**config.mk**
```make
export PLATFORM = sky130hd
export DESIGN_NAME = sqs_ctrl
export DESIGN_NICKNAME = d
export VERILOG_FILES = /design/src/design/assert_macros.svh /design/src/design/sqs_pkg.sv /design/src/design/sqs_ctrl.sv
export SDC_FILE = /design/constraint.sdc
export NUM_CORES = 1
export LEC_CHECK = 0
export BUFFER_PORTS_ARGS = -buffer_cell sky130_fd_sc_hd__buf_2
export CAP_MARGIN = 40
export CORE_AREA = 2 2 39 41
export DETAILED_ROUTE_END_ITERATION = 8
export DIE_AREA = 0 0 41 43
export GPL_ROUTABILITY_DRIVEN = 0
export GPL_TIMING_DRIVEN = 0
export SLEW_MARGIN = 10
export SYNTH_ARGS = -nofsm -noshare
export SYNTH_HDL_FRONTEND = slang
export SYNTH_SLANG_ARGS = --single-unit
```
**constraint.sdc**
```tcl
create_clock -name clk -period 2.5 [get_ports clk]
set_clock_uncertainty 0.15 [all_clocks]
set_input_delay 0.25 -clock clk [delete_from_list [all_inputs] [get_ports clk]]
set_output_delay 0.25 -clock clk [all_outputs]
set_load 0.02 [all_outputs]
```
**src/design/assert_macros.svh**
```systemverilog
// Assertion macros shared by the RTL of the square_and_sort block.
// No dependencies; included by files that carry concurrent checks.
`ifndef ASSERT_MACROS_SVH
`define ASSERT_MACROS_SVH

// Property must hold at every clock edge outside reset.
`define ASSERT_AT(lbl, clk, rst, prop, msg) \
  lbl: assert property (@(posedge clk) disable iff (rst) (prop)) else $error(msg);

// Expression must never be true at a clock edge outside reset.
`define ASSERT_NEVER(lbl, clk, rst, expr, msg) \
  lbl: assert property (@(posedge clk) disable iff (rst) !(expr)) else $error(msg);

`endif

```
**src/design/sqs_pkg.sv**
```systemverilog
// Shared types and constants for the square_and_sort block.
// No dependencies; imported by the controller, datapath and top level.
package sqs_pkg;

  localparam int ValueW  = 16;
  localparam int MagW    = 16;
  localparam int SquareW = 31;

  // controller state, one-hot
  typedef enum logic [3:0] {
    ST_IDLE = 4'b0001,
    ST_MUL  = 4'b0010,
    ST_INS  = 4'b0100,
    ST_EMIT = 4'b1000
  } state_t;

  // commands from controller to datapath
  typedef struct packed {
    logic load;    // capture magnitude and last flag of an item
    logic square;  // register mag * mag
    logic insert;  // insert square into the sorted row, or mark drop
    logic shift;   // pop lowest entry after an output item is taken
  } cmd_t;

  // status from datapath to controller
  typedef struct packed {
    logic last_q;    // held item ends the set
    logic fill_one;  // exactly one entry left in the row
  } status_t;

endpackage

```
**src/design/sqs_ctrl.sv**
```systemverilog
// Controller FSM for square_and_sort: load, square, insert, emit sequencing.
// Depends on sqs_pkg.
module sqs_ctrl
  import sqs_pkg::*;
(
  input  logic    clk,
  input  logic    rst,
  input  logic    in_valid,
  output logic    in_ready,
  output logic    out_valid,
  input  logic    out_ready,
  input  status_t status,
  output cmd_t    cmd
);

  state_t state, state_next;

  always_ff @(posedge clk) begin
    if (rst) begin
      state <= ST_IDLE;
    end else begin
      state <= state_next;
    end
  end

  always_comb begin
    state_next = state;
    cmd        = '0;
    in_ready   = 1'b0;
    out_valid  = 1'b0;
    case (state)
      ST_IDLE: begin
        in_ready = 1'b1;
        if (in_valid) begin
          cmd.load   = 1'b1;
          state_next = ST_MUL;
        end
      end
      ST_MUL: begin
        cmd.square = 1'b1;
        state_next = ST_INS;
      end
      ST_INS: begin
        cmd.insert = 1'b1;
        in_ready   = !status.last_q;
        if (status.last_q) begin
          state_next = ST_EMIT;
        end else if (in_valid) begin
          cmd.load   = 1'b1;
          state_next = ST_MUL;
        end else begin
          state_next = ST_IDLE;
        end
      end
      ST_EMIT: begin
        out_valid = 1'b1;
        if (out_ready) begin
          cmd.shift = 1'b1;
          if (status.fill_one) state_next = ST_IDLE;
        end
      end
      default: begin
        state_next = ST_IDLE;
      end
    endcase
  end

endmodule

```
After elaboration in Yosys (flattened, before gate mapping)
Cells that the tools add are included.
- bits in read-only memories: 0
- input bits: 6
- latch bits: 0
- register bits after elaboration: 4
- logic and storage cells: 25
- RAM bits: 0
- output and inout bits: 6
- memories: 0
- div/mod/pow operators: 0
- bitwise logic cells: 0
- $lt $le $gt $ge: 0
- reduce and logical (&&, ||, !) cells: 2
- $mul: 0
- mux-type cells: 15
- equality and inequality tests: 7
- add/subtract/negate cells: 0
- shift operators: 0
- operators with widths (cell ; count):
    4-bit two-way mux ; 4
    4-bit one-hot mux with 4 select lines ; 1
    1-bit two-way mux ; 7
    2-bit != test (second input constant) ; 3
    4-bit by 1-bit == test with 1-bit output (second input constant) ; 1
    4-bit by 2-bit == test with 1-bit output (second input constant) ; 1
    4-bit by 3-bit == test with 1-bit output (second input constant) ; 1
    4-bit == test (second input constant) ; 1
    1-bit one-hot mux with 2 select lines ; 2
    3-bit AND reduction ; 1
    2-bit two-way mux ; 1
    1-bit logical NOT ; 1

Longest topological paths before layout
- depth after elaboration: 3
- depth in mapped cells: 3
- mapped depth without buffers: 3

Worst setup path after synthesis
Ideal clock, no wire load.
- kind: reg-to-output
- start point: reg state[3]
- end point: out cmd[0] (netlist bit)
- arrival time: 1671 ps
- cell stages (with the launch flop): 3
- setup slack: 429 ps
- buffers on the path: 0
- required time: 2100 ps
- cells stage by stage: dfxtp_1 > nor4b_1 > and2_1
- RTL lines (item ; RTL line ; source):
    from (decl) ; sqs_ctrl.sv:16 ; state_t state, state_next;
    from (signal assigned) ; sqs_ctrl.sv:22 ; state <= state_next;
    to (decl) ; sqs_ctrl.sv:13 ; output cmd_t cmd

==> metrics <==
Buf/Inv on CP 1; diodes inserted 0; Final nets 48; Critical Path Source Type register; clk buf depth 2; syn avg cell area 9.53 um2; first-pass GRT wire length 986 um; Max Freq 0.510 GHz; Netlist Area Pre-Place 248 um2; worst hold path class input port to register; met3 wire length 9 um; die area 1760 um2; Period minus WS final 1960 ps; Hold Buf Count CTS 0; Routed Wire Length 524 um; slowest CP cell dfxtp_1; max-slew violations 0; # fillers 153; worst relative slew slack 0.682; status complete, no violations; CTS Root Cell clkbuf_4; FF+latch count, synth 4; fin crit share 0.784; main combinational cell family by area after synthesis simple AND/OR/NAND/NOR gates; Top Registers state (4); Max Used Layer met3; adder-cell area share of the yosys netlist 0; DRT antenna net count 0; core area 1380 um2; Worst Hold Slack 55.4 ps; GR Overflow Total 0; Netlist cell types 18; Hold Crit Start rst; simple-gate share of the synthesized area 0.470; RR Startpoint state[2]; register area share after synthesis 0.323; RSZ-0062 raised after global routing false; CTS buffer count 3; register area 80.1 um2; CP delay by family, top simple AND/OR/NAND/NOR gates; clk slew on worst S/H paths 30 ps; setup bufs post-CTS 0; crit end category primary output; Die Ht 43 um; max-cap viol count 0; Met2 Routed Length 267 um; Tot GR Track Use 0.0905; crit-path cells or3b_1 > a211oi_2 > and2_2 > buf_2; CTS tree done; die outline width 41 um; setup_tns 0 ps; DP HPWL 420 um; vias in the first global route 245; 1st-pass router iterations 2; layout cell share with drive strength beyond 1 0.450; YS warnings 0; CTS resizes 0; XOR/XNOR share of the synthesized area 0.0354; vias per std cell 4.48; Final setup viols 0; Worst-Skew Late Latency 230 ps; initial antenna violation count 0; drt drc 0; Initial DRC Count 1; critical path launch point state[2]; multi-input logic area 164 um2; max reg flops 4; IO Pins 12; Rows 14; WL/cell 9.36 um; CTS Sinks 4; worst-path maximum fanout 7; critical path arrival 1560 ps; Largest Register state; WL met1 247 um; Lkg Pwr 0.145 nW; Crit Path Class register to primary output; # H-tree levels 1; Worst Max-Slew Pin Slew 471 ps; Vias 251; Post-Syn Instances 26; largest net degree at the start of global routing 8; Port Buffer Count 11; synth-to-layout area growth 39.4%; compound-cell area share of the yosys netlist 0.157; Initial Util 0.179; syn_nets 32; Final Hold Vio Count 0; Largest stage delay, worst path 410 ps; Peak VDD IR 0.165 mV; CP required 2100 ps; PwrDens 563 nW/um2; mux share of post-synthesis cell area 0
==> metal layers <==
layer | global-route usage | vias to the layer above
met5 | 0 | -
met4 | 0.100 | 0
met3 | 0.0471 | 0
met2 | 0.0969 | 6
met1 | 0.113 | 116
li1 | - | 129
==> cells in the mapped netlist <==
library cell,n,area (um2)
nor4b_1,3,26.3
a211oi_2,1,12.5
o31ai_1,1,7.51
and2_1,3,18.8
nor2_1,1,3.75
nor3_1,2,10.0
nand2b_1,1,6.26
nor2b_1,1,6.26
nor4bb_2,1,16.3
nand2_1,1,3.75
or3b_1,1,8.76
o41a_1,1,11.3
a22oi_1,1,7.51
or3b_2,1,8.76
inv_1,1,3.75
xnor2_1,1,8.76
and2_2,1,7.51
dfxtp_1,4,80.1
==> logic make-up (layout without fill, tap and decap cells) <==
| logic type | count (synthesis) | after routing |
|---|---|---|
| XOR/XNOR | 1 | 1 |
| AND/OR/NAND/NOR | 16 | 16 |
| AO/OA/AOI/OAI | 4 | 4 |
| flip-flops | 4 | 4 |
| buffers and inverters | 1 | 15 |
==> through the flow <==
step / instances / setup WS (ps) / cell area, um2 / utilization / total power [W]
after global routing: 56 / 433 / 345 / 0.250 / 0.000212
after floorplan: 26 / 429 / 248 / - / 0.000105
after CTS: 56 / 526 / 345 / 0.250 / 0.000199
after detailed placement: 53 / 774 / 323 / 0.233 / 0.000120
after global placement: 53 / 782 / 323 / 0.233 / 0.000120
final: 56 / 541 / 345 / 0.250 / 0.000194
==> placed cells by master, fill, tap and decap left out <==
cell | synthesis | final
or3b_1 | 1 | 1
nor2_1 | 1 | 1
nor3_1 | 2 | 2
inv_1 | 1 | 1
o41a_1 | 1 | 1
or3b_2 | 1 | 1
a211oi_2 | 1 | 1
a22oi_1 | 1 | 1
xnor2_1 | 1 | 1
buf_2 | 0 | 11
and2_1 | 3 | 3
dfxtp_1 | 4 | 4
clkbuf_4 | 0 | 3
and2_2 | 1 | 1
nor4bb_2 | 1 | 1
o31ai_1 | 1 | 1
nand2b_1 | 1 | 1
nor2b_1 | 1 | 1
nand2_1 | 1 | 1
nor4b_1 | 3 | 3
==> where the power goes <==
| group | internal, W | switching (W) | total (W) |
|---|---|---|---|
| Sequential | 0.0000685 | 0.00000802 | 0.0000765 |
| Clock | 0.0000534 | 0.0000225 | 0.0000759 |
| Combinational | 0.0000214 | 0.0000205 | 0.0000419 |
==> path summary, 6_finish.rpt <==
| path | to | slack [ps] | cells past startpoint |
|---|---|---|---|
| worst min-delay path | state[1] | 60 | 2 |
| worst max register to register | state[1] | 950 | 3 |
| worst max-delay path | cmd[3] | 540 | 4 |
| worst min register to register | state[0] | 520 | 2 |
==> worst reg2reg max path: cells and delay by family (launching register included) <==
family,cells,cell delay (ps)
AND/OR/NAND/NOR,2,680
AO/OA/AOI/OAI,1,220
flip-flops,1,410
==> cell type report <==
type / count / area share
multi-input cells: 21 / 0.475
flip-flops and latches: 4 / 0.232
repair buffers: 11 / 0.159
clock buffers: 3 / 0.0652
well taps: 16 / 0.0580
inverters: 1 / 0.0109
Power figures use the tool's default switching activity.
